==> config.mk <==
export PLATFORM = sky130hd
export DESIGN_NAME = arc_point_interpolator
export DESIGN_NICKNAME = d
export VERILOG_FILES = /design/src/hw/rtl/api_pkg.sv /design/src/hw/rtl/api_queue.sv /design/src/hw/rtl/api_front.sv /design/src/hw/rtl/api_back.sv /design/src/hw/rtl/arc_point_interpolator.sv
export SDC_FILE = /design/constraint.sdc
export NUM_CORES = 2
export LEC_CHECK = 0
export BUFFER_PORTS_ARGS = -buffer_cell sky130_fd_sc_hd__buf_2
export CAP_MARGIN = 15
export CORE_MARGIN = 5
export CORE_UTILIZATION = 50
export DETAILED_ROUTE_END_ITERATION = 16
export PLACE_DENSITY = 0.66
export SLEW_MARGIN = 10
export SYNTH_ARGS = -nofsm -noshare
export SYNTH_HDL_FRONTEND = slang
export SYNTH_SLANG_ARGS = --single-unit
==> constraint.sdc <==
create_clock -name clk -period 11.5 [get_ports clk]
set_clock_uncertainty 0.2 [all_clocks]
set_input_delay 1.15 -clock clk [delete_from_list [all_inputs] [get_ports clk]]
set_output_delay 1.15 -clock clk [all_outputs]
set_load 0.1 [all_outputs]
==> src/hw/rtl/api_pkg.sv <==
// api_pkg: shared constants, codes and the CORDIC arctangent table for the
// arc point interpolator. No dependencies; used by every api_* module.
package api_pkg;

  // Step register
  localparam int unsigned STEP_W = 14;
  localparam logic [STEP_W-1:0] STEP_RESET = 14'd364;

  // Action codes of an input request
  localparam logic ACTION_LOAD = 1'b0;
  localparam logic ACTION_NEXT = 1'b1;

  // CORDIC start value: gain 0.60725293 in Q30
  localparam logic signed [31:0] GAIN_Q30 = 32'sd652032874;

  // Radius is multiplied in chunks of this many bits
  localparam int unsigned CHUNK_W = 24;

  // Rounding constant for the Q30 scale: one half
  localparam int unsigned ROUND_BIT = 29;

  // Two-entry queue between front and back
  localparam int unsigned QUEUE_DEPTH = 2;

  // atan(2^-i) in units of 2^-32 turn, truncated
  function automatic logic [31:0] atan_turn(input logic [4:0] idx);
    logic [31:0] val;
    case (idx)
      5'd0:  val = 32'h20000000;
      5'd1:  val = 32'h12E4051D;
      5'd2:  val = 32'h09FB385B;
      5'd3:  val = 32'h051111D4;
      5'd4:  val = 32'h028B0D43;
      5'd5:  val = 32'h0145D7E1;
      5'd6:  val = 32'h00A2F61E;
      5'd7:  val = 32'h00517C55;
      5'd8:  val = 32'h0028BE53;
      5'd9:  val = 32'h00145F2E;
      5'd10: val = 32'h000A2F98;
      5'd11: val = 32'h000517CC;
      5'd12: val = 32'h00028BE6;
      5'd13: val = 32'h000145F3;
      5'd14: val = 32'h0000A2F9;
      5'd15: val = 32'h0000517C;
      5'd16: val = 32'h000028BE;
      5'd17: val = 32'h0000145F;
      5'd18: val = 32'h00000A2F;
      5'd19: val = 32'h00000517;
      5'd20: val = 32'h0000028B;
      5'd21: val = 32'h00000145;
      5'd22: val = 32'h000000A2;
      5'd23: val = 32'h00000051;
      default: val = 32'h00000000;
    endcase
    return val;
  endfunction

endpackage

==> src/hw/rtl/api_queue.sv <==
// api_queue: two-entry show-ahead job queue between front and back.
// Depends on api_pkg for the queue depth.
module api_queue #(
  parameter int unsigned DATA_W = 128
) (
  input  logic              clk,
  input  logic              rst_n,
  input  logic              push,
  input  logic [DATA_W-1:0] push_data,
  output logic              full,
  input  logic              pop,
  output logic [DATA_W-1:0] pop_data,
  output logic              empty
);

  localparam int unsigned CNT_W = $clog2(api_pkg::QUEUE_DEPTH + 1);
  localparam int unsigned PTR_W = $clog2(api_pkg::QUEUE_DEPTH);

  logic [DATA_W-1:0] mem_r [api_pkg::QUEUE_DEPTH];
  logic [PTR_W-1:0]  wr_ptr_r, wr_ptr_nxt;
  logic [PTR_W-1:0]  rd_ptr_r, rd_ptr_nxt;
  logic [CNT_W-1:0]  cnt_r, cnt_nxt;

  assign full     = (cnt_r == CNT_W'(api_pkg::QUEUE_DEPTH));
  assign empty    = (cnt_r == '0);
  assign pop_data = mem_r[rd_ptr_r];

  always_comb begin
    wr_ptr_nxt = wr_ptr_r;
    rd_ptr_nxt = rd_ptr_r;
    cnt_nxt    = cnt_r;
    if (push && !full) begin
      wr_ptr_nxt = (wr_ptr_r == PTR_W'(api_pkg::QUEUE_DEPTH - 1)) ? '0 : wr_ptr_r + 1'b1;
    end
    if (pop && !empty) begin
      rd_ptr_nxt = (rd_ptr_r == PTR_W'(api_pkg::QUEUE_DEPTH - 1)) ? '0 : rd_ptr_r + 1'b1;
    end
    case ({push && !full, pop && !empty})
      2'b10:   cnt_nxt = cnt_r + 1'b1;
      2'b01:   cnt_nxt = cnt_r - 1'b1;
      default: cnt_nxt = cnt_r;
    endcase
  end

  always_ff @(posedge clk) begin
    if (!rst_n) begin
      wr_ptr_r <= '0;
      rd_ptr_r <= '0;
      cnt_r    <= '0;
    end else begin
      wr_ptr_r <= wr_ptr_nxt;
      rd_ptr_r <= rd_ptr_nxt;
      cnt_r    <= cnt_nxt;
    end
  end

  always_ff @(posedge clk) begin
    if (push && !full) begin
      mem_r[wr_ptr_r] <= push_data;
    end
  end

endmodule

==> src/hw/rtl/api_front.sv <==
// api_front: takes input requests, holds the loaded arc and the angle walk,
// and queues one point job per next request on an active arc. Depends on api_pkg.
module api_front #(
  parameter int unsigned ANGLE_BITS = 16,
  parameter int unsigned COORD_BITS = 32,
  parameter int unsigned JOB_W      = 1 + ANGLE_BITS + 3 * COORD_BITS - 1
) (
  input  logic                          clk,
  input  logic                          rst_n,
  input  logic                          in_valid,
  output logic                          in_ready,
  input  logic                          in_action,
  input  logic signed [COORD_BITS-1:0]  in_center_x,
  input  logic signed [COORD_BITS-1:0]  in_center_y,
  input  logic [COORD_BITS-2:0]         in_radius,
  input  logic [ANGLE_BITS-1:0]         in_start_angle,
  input  logic [ANGLE_BITS-1:0]         in_end_angle,
  input  logic                          cfg_valid,
  output logic                          cfg_ready,
  input  logic [api_pkg::STEP_W-1:0]    cfg_data,
  output logic                          job_push,
  output logic [JOB_W-1:0]              job_data,
  input  logic                          job_full
);

  localparam int unsigned FIN_W = ANGLE_BITS + 1;
  localparam int unsigned CUR_W = ((FIN_W > api_pkg::STEP_W) ? FIN_W : api_pkg::STEP_W) + 1;

  logic [api_pkg::STEP_W-1:0]   step_r;
  logic signed [COORD_BITS-1:0] cx_r, cy_r;
  logic [COORD_BITS-2:0]        radius_r;
  logic [CUR_W-1:0]             cur_r, cur_nxt;
  logic [FIN_W-1:0]             fin_r, fin_nxt;
  logic                         active_r, active_nxt;

  logic                         accept;
  logic                         load;
  logic                         more;
  logic [api_pkg::STEP_W-1:0]   step_eff;
  logic [ANGLE_BITS-1:0]        job_angle;

  assign in_ready  = !job_full;
  assign cfg_ready = 1'b1;
  assign accept    = in_valid && in_ready;
  assign load      = accept && (in_action == api_pkg::ACTION_LOAD);
  assign more      = (cur_r < CUR_W'(fin_r));
  assign step_eff  = (step_r == '0) ? api_pkg::STEP_W'(1) : step_r;
  assign job_push  = accept && (in_action == api_pkg::ACTION_NEXT) && active_r;
  assign job_angle = more ? cur_r[ANGLE_BITS-1:0] : fin_r[ANGLE_BITS-1:0];
  assign job_data  = {!more, job_angle, radius_r, cy_r, cx_r};

  always_comb begin
    cur_nxt    = cur_r;
    fin_nxt    = fin_r;
    active_nxt = active_r;
    if (load) begin
      cur_nxt    = CUR_W'(in_start_angle);
      fin_nxt    = FIN_W'(in_end_angle) +
                   ((in_start_angle > in_end_angle) ? (FIN_W'(1) << ANGLE_BITS) : '0);
      active_nxt = 1'b1;
    end else if (job_push) begin
      if (more) begin
        cur_nxt = cur_r + CUR_W'(step_eff);
      end else begin
        active_nxt = 1'b0;
      end
    end
  end

  always_ff @(posedge clk) begin
    if (!rst_n) begin
      step_r   <= api_pkg::STEP_RESET;
      cur_r    <= '0;
      fin_r    <= '0;
      active_r <= 1'b0;
    end else begin
      if (cfg_valid && cfg_ready) begin
        step_r <= cfg_data;
      end
      cur_r    <= cur_nxt;
      fin_r    <= fin_nxt;
      active_r <= active_nxt;
    end
  end

  // Arc geometry: payload only
  always_ff @(posedge clk) begin
    if (load) begin
      cx_r     <= in_center_x;
      cy_r     <= in_center_y;
      radius_r <= in_radius;
    end
  end

endmodule

==> src/hw/rtl/api_back.sv <==
// api_back: point unit. Iterative CORDIC, chunked radius multiply, center add
// with saturation, and the result register. Depends on api_pkg.
module api_back #(
  parameter int unsigned ANGLE_BITS   = 16,
  parameter int unsigned COORD_BITS   = 32,
  parameter int unsigned CORDIC_STEPS = 16,
  parameter int unsigned JOB_W        = 1 + ANGLE_BITS + 3 * COORD_BITS - 1
) (
  input  logic                         clk,
  input  logic                         rst_n,
  input  logic                         job_empty,
  input  logic [JOB_W-1:0]             job_data,
  output logic                         job_pop,
  output logic                         out_valid,
  input  logic                         out_ready,
  output logic signed [COORD_BITS-1:0] out_point_x,
  output logic signed [COORD_BITS-1:0] out_point_y,
  output logic                         out_last_point
);

  localparam int unsigned RAD_W  = COORD_BITS - 1;
  localparam int unsigned NCHUNK = (RAD_W + api_pkg::CHUNK_W - 1) / api_pkg::CHUNK_W;
  localparam int unsigned RPAD_W = NCHUNK * api_pkg::CHUNK_W;
  localparam int unsigned ACC_W  = RPAD_W + 32;
  localparam int unsigned PROD_W = api_pkg::CHUNK_W + 32;
  localparam int unsigned CHK_W  = (NCHUNK > 1) ? $clog2(NCHUNK) : 1;
  localparam int unsigned ITER_W = $clog2(CORDIC_STEPS);
  localparam int unsigned SUM_W  = COORD_BITS + 2;

  typedef enum logic [5:0] {
    ST_IDLE = 6'b000001,
    ST_ROT  = 6'b000010,
    ST_MAP  = 6'b000100,
    ST_MUL  = 6'b001000,
    ST_ADD  = 6'b010000,
    ST_FIN  = 6'b100000
  } bstate_t;

  bstate_t                      state_r;
  logic [ITER_W-1:0]            iter_r;
  logic [CHK_W-1:0]             chunk_r;
  logic                         sel_y_r;

  logic signed [COORD_BITS-1:0] cx_r, cy_r;
  logic [RPAD_W-1:0]            rpad_r;
  logic [1:0]                   quad_r;
  logic                         last_r;
  logic signed [31:0]           x_r, y_r;
  logic signed [33:0]           z_r;
  logic [31:0]                  mag_x_r, mag_y_r;
  logic                         neg_x_r, neg_y_r;
  logic [ACC_W-1:0]             acc_r;
  logic signed [COORD_BITS-1:0] px_r, py_r;

  logic                         out_valid_r;
  logic signed [COORD_BITS-1:0] out_x_r, out_y_r;
  logic                         out_last_r;

  // Job fields
  logic signed [COORD_BITS-1:0] j_cx, j_cy;
  logic [RAD_W-1:0]             j_radius;
  logic [ANGLE_BITS-1:0]        j_angle;
  logic                         j_last;
  logic signed [33:0]           z_init;

  // Datapath wires
  logic signed [31:0]           dx, dy;
  logic signed [33:0]           at;
  logic signed [32:0]           trig_c, trig_s;
  logic [31:0]                  mag_sel;
  logic [PROD_W-1:0]            prod;
  logic [COORD_BITS-1:0]        mag;
  logic signed [SUM_W-1:0]      off, sum;
  logic signed [COORD_BITS-1:0] center_sel, sat_val;
  logic                         out_free;

  assign j_cx     = job_data[COORD_BITS-1:0];
  assign j_cy     = job_data[2*COORD_BITS-1:COORD_BITS];
  assign j_radius = job_data[3*COORD_BITS-2:2*COORD_BITS];
  assign j_angle  = job_data[3*COORD_BITS-2+ANGLE_BITS:3*COORD_BITS-1];
  assign j_last   = job_data[JOB_W-1];
  assign z_init   = 34'(j_angle[ANGLE_BITS-3:0]) << (32 - ANGLE_BITS);

  assign job_pop  = (state_r == ST_IDLE) && !job_empty;
  assign out_free = !out_valid_r || out_ready;

  // Rotation step: take z >= 0 as a positive rotation
  assign dx = y_r >>> iter_r;
  assign dy = x_r >>> iter_r;
  assign at = 34'(api_pkg::atan_turn(5'(iter_r)));

  // Quadrant fold
  always_comb begin
    case (quad_r)
      2'd0:    begin trig_c = 33'(x_r);  trig_s = 33'(y_r);  end
      2'd1:    begin trig_c = -33'(y_r); trig_s = 33'(x_r);  end
      2'd2:    begin trig_c = -33'(x_r); trig_s = -33'(y_r); end
      default: begin trig_c = 33'(y_r);  trig_s = -33'(x_r); end
    endcase
  end

  // One chunk of radius times trig magnitude
  assign mag_sel = sel_y_r ? mag_y_r : mag_x_r;
  assign prod    = PROD_W'(rpad_r[chunk_r*api_pkg::CHUNK_W +: api_pkg::CHUNK_W]) *
                   PROD_W'(mag_sel);

  // Rounded offset plus center, saturated
  assign mag        = acc_r[30 +: COORD_BITS];
  assign off        = (sel_y_r ? neg_y_r : neg_x_r) ? -$signed({2'b00, mag})
                                                    :  $signed({2'b00, mag});
  assign center_sel = sel_y_r ? cy_r : cx_r;
  assign sum        = SUM_W'(center_sel) + off;

  always_comb begin
    if (sum[SUM_W-1:COORD_BITS-1] == '0 || sum[SUM_W-1:COORD_BITS-1] == '1) begin
      sat_val = sum[COORD_BITS-1:0];
    end else if (sum[SUM_W-1]) begin
      sat_val = {1'b1, {(COORD_BITS-1){1'b0}}};
    end else begin
      sat_val = {1'b0, {(COORD_BITS-1){1'b1}}};
    end
  end

  // Control
  always_ff @(posedge clk) begin
    if (!rst_n) begin
      state_r     <= ST_IDLE;
      iter_r      <= '0;
      chunk_r     <= '0;
      sel_y_r     <= 1'b0;
      out_valid_r <= 1'b0;
    end else begin
      // Load a finished point, or drop the one just taken
      if ((state_r == ST_FIN) && out_free) begin
        out_valid_r <= 1'b1;
      end else if (out_valid_r && out_ready) begin
        out_valid_r <= 1'b0;
      end
      case (state_r)
        ST_IDLE: begin
          if (!job_empty) begin
            iter_r  <= '0;
            state_r <= ST_ROT;
          end
        end
        ST_ROT: begin
          if (iter_r == ITER_W'(CORDIC_STEPS - 1)) begin
            state_r <= ST_MAP;
          end else begin
            iter_r <= iter_r + 1'b1;
          end
        end
        ST_MAP: begin
          chunk_r <= '0;
          sel_y_r <= 1'b0;
          state_r <= ST_MUL;
        end
        ST_MUL: begin
          if (chunk_r == CHK_W'(NCHUNK - 1)) begin
            state_r <= ST_ADD;
          end else begin
            chunk_r <= chunk_r + 1'b1;
          end
        end
        ST_ADD: begin
          chunk_r <= '0;
          if (sel_y_r) begin
            state_r <= ST_FIN;
          end else begin
            sel_y_r <= 1'b1;
            state_r <= ST_MUL;
          end
        end
        ST_FIN: begin
          if (out_free) begin
            state_r <= ST_IDLE;
          end
        end
        default: state_r <= ST_IDLE;
      endcase
    end
  end

  // Datapath
  always_ff @(posedge clk) begin
    case (state_r)
      ST_IDLE: begin
        cx_r   <= j_cx;
        cy_r   <= j_cy;
        rpad_r <= RPAD_W'(j_radius);
        quad_r <= j_angle[ANGLE_BITS-1:ANGLE_BITS-2];
        last_r <= j_last;
        x_r    <= api_pkg::GAIN_Q30;
        y_r    <= '0;
        z_r    <= z_init;
      end
      ST_ROT: begin
        if (!z_r[33]) begin
          x_r <= x_r - dx;
          y_r <= y_r + dy;
          z_r <= z_r - at;
        end else begin
          x_r <= x_r + dx;
          y_r <= y_r - dy;
          z_r <= z_r + at;
        end
      end
      ST_MAP: begin
        neg_x_r <= trig_c[32];
        neg_y_r <= trig_s[32];
        mag_x_r <= trig_c[32] ? 32'(-trig_c) : 32'(trig_c);
        mag_y_r <= trig_s[32] ? 32'(-trig_s) : 32'(trig_s);
        acc_r   <= ACC_W'(1) << api_pkg::ROUND_BIT;
      end
      ST_MUL: begin
        acc_r <= acc_r + (ACC_W'(prod) << (chunk_r * api_pkg::CHUNK_W));
      end
      ST_ADD: begin
        if (sel_y_r) begin
          py_r <= sat_val;
        end else begin
          px_r <= sat_val;
        end
        acc_r <= ACC_W'(1) << api_pkg::ROUND_BIT;
      end
      ST_FIN: begin
        if (out_free) begin
          out_x_r    <= px_r;
          out_y_r    <= py_r;
          out_last_r <= last_r;
        end
      end
      default: begin
      end
    endcase
  end

  assign out_valid      = out_valid_r;
  assign out_point_x    = out_x_r;
  assign out_point_y    = out_y_r;
  assign out_last_point = out_last_r;

endmodule

==> src/hw/rtl/arc_point_interpolator.sv <==
// arc_point_interpolator: top level of the arc tessellator. Front end,
// job queue and point unit. Depends on api_pkg, api_front, api_queue, api_back.
//
//   channel   | ports                                    | direction
//   ----------+------------------------------------------+-----------
//   input     | in_valid/in_ready, in_action, in_center_x,| in
//             | in_center_y, in_radius, in_start_angle,  |
//             | in_end_angle                             |
//   result    | out_valid/out_ready, out_point_x,        | out
//             | out_point_y, out_last_point              |
//   config    | cfg_valid/cfg_ready, cfg_data (step)     | in
//
// A load request yields no point. A next request on a loaded arc is queued as
// one point job. The point unit takes one job at a time through rotation, a
// chunked multiply and center add for x then y (NCHUNK = radius width / 24
// rounded up) and the result register, one CORDIC step per cycle in rotation.
// Reset (rst_n low, synchronous) drops any loaded arc and restores the
// 364-unit step. The front stalls in_ready only when the two-entry queue is
// full; the point unit holds a finished point until the output register frees.
module arc_point_interpolator #(
  parameter int unsigned ANGLE_BITS   = 16,
  parameter int unsigned COORD_BITS   = 32,
  parameter int unsigned CORDIC_STEPS = 16
) (
  input  logic                         clk,
  input  logic                         rst_n,
  input  logic                         in_valid,
  output logic                         in_ready,
  input  logic                         in_action,
  input  logic signed [COORD_BITS-1:0] in_center_x,
  input  logic signed [COORD_BITS-1:0] in_center_y,
  input  logic [COORD_BITS-2:0]        in_radius,
  input  logic [ANGLE_BITS-1:0]        in_start_angle,
  input  logic [ANGLE_BITS-1:0]        in_end_angle,
  output logic                         out_valid,
  input  logic                         out_ready,
  output logic signed [COORD_BITS-1:0] out_point_x,
  output logic signed [COORD_BITS-1:0] out_point_y,
  output logic                         out_last_point,
  input  logic                         cfg_valid,
  output logic                         cfg_ready,
  input  logic [api_pkg::STEP_W-1:0]   cfg_data
);

  // Job word: {last, angle, radius, center_y, center_x}
  localparam int unsigned JOB_W = 1 + ANGLE_BITS + 3 * COORD_BITS - 1;

  logic             job_push;
  logic [JOB_W-1:0] job_in;
  logic             job_full;
  logic             job_pop;
  logic [JOB_W-1:0] job_out;
  logic             job_empty;

  // Front: classify requests, walk the angle, queue point jobs
  api_front #(
    .ANGLE_BITS (ANGLE_BITS),
    .COORD_BITS (COORD_BITS),
    .JOB_W      (JOB_W)
  ) u_front (
    .clk            (clk),
    .rst_n          (rst_n),
    .in_valid       (in_valid),
    .in_ready       (in_ready),
    .in_action      (in_action),
    .in_center_x    (in_center_x),
    .in_center_y    (in_center_y),
    .in_radius      (in_radius),
    .in_start_angle (in_start_angle),
    .in_end_angle   (in_end_angle),
    .cfg_valid      (cfg_valid),
    .cfg_ready      (cfg_ready),
    .cfg_data       (cfg_data),
    .job_push       (job_push),
    .job_data       (job_in),
    .job_full       (job_full)
  );

  // Decouple front and point unit
  api_queue #(
    .DATA_W (JOB_W)
  ) u_queue (
    .clk       (clk),
    .rst_n     (rst_n),
    .push      (job_push),
    .push_data (job_in),
    .full      (job_full),
    .pop       (job_pop),
    .pop_data  (job_out),
    .empty     (job_empty)
  );

  // Back: compute and deliver each point
  api_back #(
    .ANGLE_BITS   (ANGLE_BITS),
    .COORD_BITS   (COORD_BITS),
    .CORDIC_STEPS (CORDIC_STEPS),
    .JOB_W        (JOB_W)
  ) u_back (
    .clk            (clk),
    .rst_n          (rst_n),
    .job_empty      (job_empty),
    .job_data       (job_out),
    .job_pop        (job_pop),
    .out_valid      (out_valid),
    .out_ready      (out_ready),
    .out_point_x    (out_point_x),
    .out_point_y    (out_point_y),
    .out_last_point (out_last_point)
  );

endmodule
Word level (Yosys, flattened, before mapping) --
Memory sizes are Yosys's and may differ from the RTL's. A register that Yosys moved wholly into a read port is not among the register bits. Index checks and enable logic that the tools add are counted.
Cells by class: bitwise gates (word level) 3, $lt $le $gt $ge 2, multipliers 2, multiplexer cells 49, shift-type cells 4, reduce and logical (&&, ||, !) cells 36, add/subtract/negate cells 21, eq/ne operators 19
Operators by type and width (count):
- two-way mux 32 bit | 8
- case mux 33 bit (3 select lines) | 2
- case mux 80 bit (2 select lines) | 1
- case mux 32 bit (2 select lines) | 2
- adder 80 bit | 1
- << shifter 56 x 6 -> 80 bit | 1
- two-way mux 34 bit | 2
- case mux 34 bit (2 select lines) | 1
- negator 32 -> 33 bit | 2
- adder 32 bit | 2
- two-way mux 16 bit | 4
- negator 32 bit | 2
- >>> shifter 32 x 4 -> 32 bit | 2
- subtractor 32 bit | 2
- multiplier 24 x 32 -> 56 bit | 1
- variable part select 48 x 7 -> 24 bit | 1
- case mux 6 bit (6 select lines) | 1
- adder 32 x 34 -> 34 bit | 1
- adder 34 x 33 -> 34 bit | 1
- negator 32 -> 34 bit | 1
- subtractor 34 x 33 -> 34 bit | 1
- two-way mux 6 bit | 5
- adder 18 x 14 -> 18 bit | 1
- < comparator 18 x 17 -> 1 bit | 1
- 38 further kinds | 90
Storage, ports and cells: logic and storage cells 172, memory bits (writable) 224, output and inout bits 68, memories 2, memory bits (read-only) 480, flip-flop bits (word level) 633
Memories:
- (no name shown) | depth 16, bits a word 30, rd ports 1, clocked after memory_dff 1, wr ports 0, RTL line api_pkg.sv:28 | case (idx)
- u_queue.mem_r | depth 2, bits a word 112, rd ports 1, clocked after memory_dff 1, wr ports 1, RTL line api_queue.sv:19 | logic [DATA_W-1:0] mem_r [api_pkg::QUEUE_DEPTH];

Depth between registers and ports, before layout --
depth after elaboration 8, depth in mapped cells 45, gate-level depth less buffers 41

Cells and area by module --
Synthesis repeated with hierarchy kept, for this count alone.
Second synthesis, totals: cell total of the unflattened synthesis 7752, area total of the unflattened synthesis 77419.3 µm²
By module, submodules not included:
- api_back | area each 62578.8 µm², cells an instance 6809, sequential area each 14463.9 µm², instances 1
- api_queue | area each 8304.2 µm², cells an instance 374, sequential area each 6826.5 µm², instances 1
- api_front | area each 6536.3 µm², cells an instance 569, sequential area each 3853.7 µm², instances 1

Least setup slack after synthesis --
Ideal clock, no wire load.
path type reg2reg, start point register u_back.sel_y_r, end point register u_back.acc_r[60] (data pin), cell stages (with the launch flop) 44, slack 1.022 ns, data required time 11.034 ns, setup time 0.266 ns, data arrival time 10.012 ns, path through dfxtp_1 clkbuf_1 clkbuf_1 mux2i_1 clkbuf_1 nor2_1 fa_1 fa_1 inv_1 fa_1 inv_1 fa_1 inv_1 fa_1 inv_1 fa_1 inv_1 fa_1 (+8 left out) a221oi_1 o31ai_1 a221o_1 xnor2_1 o21ai_0 ha_1 clkbuf_1 nand2_1 o21ai_0 a21o_1 a221oi_1 o21ai_0 a21oi_1 o21ai_0 a21oi_1 o21ai_0 xnor2_1 nor2_1
Between the ends: cells in the longest elaborated chain, start to end 5
RTL lines:
- start, declared | RTL line api_back.sv:42 | logic sel_y_r;
- start signal, assigned | RTL line api_back.sv:130 | sel_y_r <= 1'b0;
- start signal, assigned | RTL line api_back.sv:155 | sel_y_r <= 1'b0;
- start signal, assigned | RTL line api_back.sv:170 | sel_y_r <= 1'b1;
- two-way mux 32 bit | RTL line api_back.sv:103 | assign mag_sel = sel_y_r ? mag_y_r : mag_x_r;
- multiplier 24 x 32 -> 56 bit | RTL line api_back.sv:104 | assign prod = PROD_W'(rpad_r[chunk_r*api_pkg::CHUNK_W +: api_pkg::CHUNK_W]) *
- << shifter 56 x 6 -> 80 bit | RTL line api_back.sv:216 | acc_r <= acc_r + (ACC_W'(prod) << (chunk_r * api_pkg::CHUNK_W));
- adder 80 bit | RTL line api_back.sv:216
- case mux 80 bit (2 select lines) | RTL line api_back.sv:186 | case (state_r)
- end signal, assigned | RTL line api_back.sv:213 | acc_r <= ACC_W'(1) << api_pkg::ROUND_BIT;
- end signal, assigned | RTL line api_back.sv:216
- end signal, assigned | RTL line api_back.sv:224 | acc_r <= ACC_W'(1) << api_pkg::ROUND_BIT;
- end, declared | RTL line api_back.sv:52 | logic [ACC_W-1:0] acc_r;
Every way passes these cells. A chain may end at the register's enable or synchronous reset.

Worst setup path after layout --
start point register u_back.chunk_r, end point register u_back.acc_r[59] (data pin)
Between the ends: cells in the longest elaborated chain, start to end 6
RTL lines:
- start, declared | RTL line api_back.sv:41 | logic [CHK_W-1:0] chunk_r;
- start signal, assigned | RTL line api_back.sv:162 | chunk_r <= chunk_r + 1'b1;
- multiplier 1 x 2 -> 3 bit * | RTL line api_back.sv:104, api_back.sv:216
- variable part select 48 x 7 -> 24 bit | RTL line api_back.sv:104
- multiplier 24 x 32 -> 56 bit | RTL line api_back.sv:104
- << shifter 56 x 6 -> 80 bit * | RTL line api_back.sv:216
- adder 80 bit * | RTL line api_back.sv:216
- case mux 80 bit (2 select lines) * | RTL line api_back.sv:186
Every way passes the cells marked *; elsewhere a longest branch is shown, timed or not.

==> results.cfg <==
[status]
status = complete, no violations

[routing]
wirelength_mm = 215.0
drt-initial-drc-count = 4566
wl_per_cell_um = 22.07
num_vias = 56260
drtAntennaViolNets = 0
route.detailed.drc = 0
dr.pass1.iters = 8
via_per_inst = 5.776

[layout]
drive_gt1_share_pct = 11.35
stdcell_area_sq_um = 82220
fin_util_pct = 54.83
area_growth_pct = 8.918
final_common_cell = inv_1
filler_cell_count = 13250
most-common-layout-cells = inv_1 (863), nand2_1 (862), edfxtp_1 (772)
nets = 8885

[clocking]
clkTransAtPathRegs_ns = 0.06
clk_latency_ns = 0.72
post-cts-setup-buffer-count = 0
cts_max_level = 3
cts_root_buffer = clkbuf_16
tritoncts = done
clock_path_buffers = 3
cts_sinks = 870
cts_buffers = 92

[place]
portBuffers = 213
globalplace.congestion = 1.009
dp_hpwl_mm = 165.9
placed_cell_area_sq_um = 79020

[worst_setup_path]
cp-end-kind = flop
slowest_delay_ns = 0.56
cp-start-kind = flop
crit_required_ns = 11.75
critPathArrivalTime_ns = 11.32
crit_slowest_cell = dfxtp_4
crit_path_frequent_cell = fa_1
crit_start = u_back.chunk_r
worst-path-max-fanout = 18
r2r_start = u_back.chunk_r
path_class = flop to flop

[sta]
rsz0062_at_grt = no
max_freq_ghz = 0.09035
worst_pin_slew_ns = 1.103
timing.final.crit_period_ns = 11.07
drv_slew = 0
hold_viol = 0
setup_tns_ns = 0
setup_violations = 0
finalCritPeriodShare_pct = 96.25
slew_headroom_pct = 26.47

[logic_synthesis]
synthCells = 7545
yosys_warnings = 0
yosysTopAreaCell = edfxtp_1
synth_flop_cell = edfxtp_1
ys_ff_latch = 870
postSynthAreaPerCell_sq_um = 10.00
synth_edf_count = 772
syn-num-nets = 8790
synth_cell_type_count = 96
async_reset_ff_share_pct = 0
yosys-top-cells-area = edfxtp_1 (31%), fa_1 (18%), ha_1 (7.2%)
synth_area_sq_um = 75480
seq_area_frac_synth_pct = 33.31
synth_top_cell_area_share_pct = 30.71

[grt]
grt_overflow_total = 0
grt_pass1_vias = 56130
grt_max_degree = 108
grt.total_usage_pct = 26.87
grt_pass1_wl_mm = 328.7
antenna_found_initial = 22

[run]
cap_viol_max_count = 0

[die]
core_sq_um = 150000
num_rows = 142
die_w_um = 398.5
start_util_pct = 50.34
die_h_um = 398.5
die_area_sq_um = 158800
io-pin-count = 215

[hold_path]
min_path_type = flop to flop
holdCritStartpoint = u_front.cx_r[20]
==> layout make-up <==
type | count | area [sq um] | area share [%]
Antenna cell | 9 | 22.52 | 0.02739
Inverter | 871 | 3277 | 3.986
Clock buffer | 115 | 2471 | 3.006
Tap cell | 2016 | 2522 | 3.068
Sequential cell | 870 | 25170 | 30.61
Timing Repair Buffer | 370 | 2349 | 2.857
Multi-Input combinational cell | 5435 | 45740 | 55.63
Clock inverter | 55 | 670.6 | 0.8157
==> cells in the mapped netlist, drive strengths merged (8+ instances only) <==
cell type	instances
a31o	11
mux4	68
nor2	753
ha	434
a41oi	11
and4	10
o21a	28
xor2	207
nand2b	48
o21bai	36
a211oi	39
mux2i	131
o41ai	24
buf	73
or2	21
nor3b	11
inv	869
o211ai	20
dfxtp	98
edfxtp	772
a21o	149
nor3	84
a21oi	413
xnor2	282
nand3	60
nor4	38
nand3b	13
o21ai	291
a31oi	68
o31a	8
or4	17
o31ai	42
fa	664
or3	28
nor2b	74
and3	38
nand2	865
a21boi	11
clkbuf	296
nand4	53
mux2	207
and2	67
==> cell families (layout without fill, tap and decap cells) <==
logic type                 Yosys count  in the layout  share of synthesized area, %
other                                1             10                      0.004968
xor gates and xnor gates           489            489                         5.674
buffers and inverters             1240           1411                         6.247
muxes                              406            406                         6.859
DFF                                870            870                         33.31
AOI/OAI and AO/OA                 1239           1239                         10.23
adders and majority gates         1098           1098                         24.80
and+or+nand+nor                   2202           2202                         12.87
==> per-stage QoR <==
stage	setup slack, ns	hold WS, ns	instances
floorplan	1.022	0.2003	7545
global placement	0.4896	0.2014	9561
detailed placement	0.3144	0.2045	9562
CTS	0.2724	0.1945	9732
global route	0.007645	0.1952	9737
finish	0.4314	0.1970	9741
==> routing by layer <==
layer  part of all wire (%)  wire (um)  up-vias  track usage [%]
li1                       -          -    25780                -
met1                     42      89290    27850            36.38
met2                     46      99540     2199            43.52
met3                    8.3      17880      430            5.071
met4                    3.8       8229       10            9.471
met5                  0.027         58        -           0.2463
==> worst max-delay path: cells and delay by family, from the launching register on <==
kind | cells | cell delay [ns]
AOI/OAI and AO/OA | 11 | 3.36
and+or+nand+nor | 9 | 1.15
muxes | 1 | 0.27
buffers and inverters | 6 | 0.92
xor gates and xnor gates | 2 | 0.39
DFF | 1 | 0.56
adders and majority gates | 9 | 3.92
==> sequential cells by signal (all words and copies together) (netlist names), 14 cells and up, named ones only <==
name                cells
u_back.out_point_x     32
u_back.py_r            32
u_back.acc_r           62
u_front.step_r         14
u_back.z_r             34
u_back.y_r             32
u_back.rpad_r          31
u_back.px_r            32
u_back.cx_r            32
u_front.cur_r          18
u_front.radius_r       31
u_back.mag_x_r         32
u_front.cx_r           32
u_front.cy_r           32
u_back.at              30
u_back.cy_r            32
u_queue.mem_r         224
u_back.out_point_y     32
u_front.fin_r          17
u_back.mag_y_r         32
u_back.x_r             32
==> worst paths after layout <==
path	depth (start not counted)	slack [ns]	to
worst max-delay path	38	0.43	u_back.acc_r[59]
worst min-delay path	0	0.20	u_queue.mem_r[0][20]
worst max register to register	38	0.43	u_back.acc_r[59]
worst min register to register	0	0.20	u_queue.mem_r[0][20]
==> timing repair <==
| item | CTS | global route |
|---|---|---|
| hold buffers | 0 | 0 |
| resized for setup | 0 | 8 |
| setup endpoints to repair | 0 | 11 |
Power is left out: the tool's default activity adds up to more than one toggle a clock period on the data nets, which glitch-free logic cannot reach.
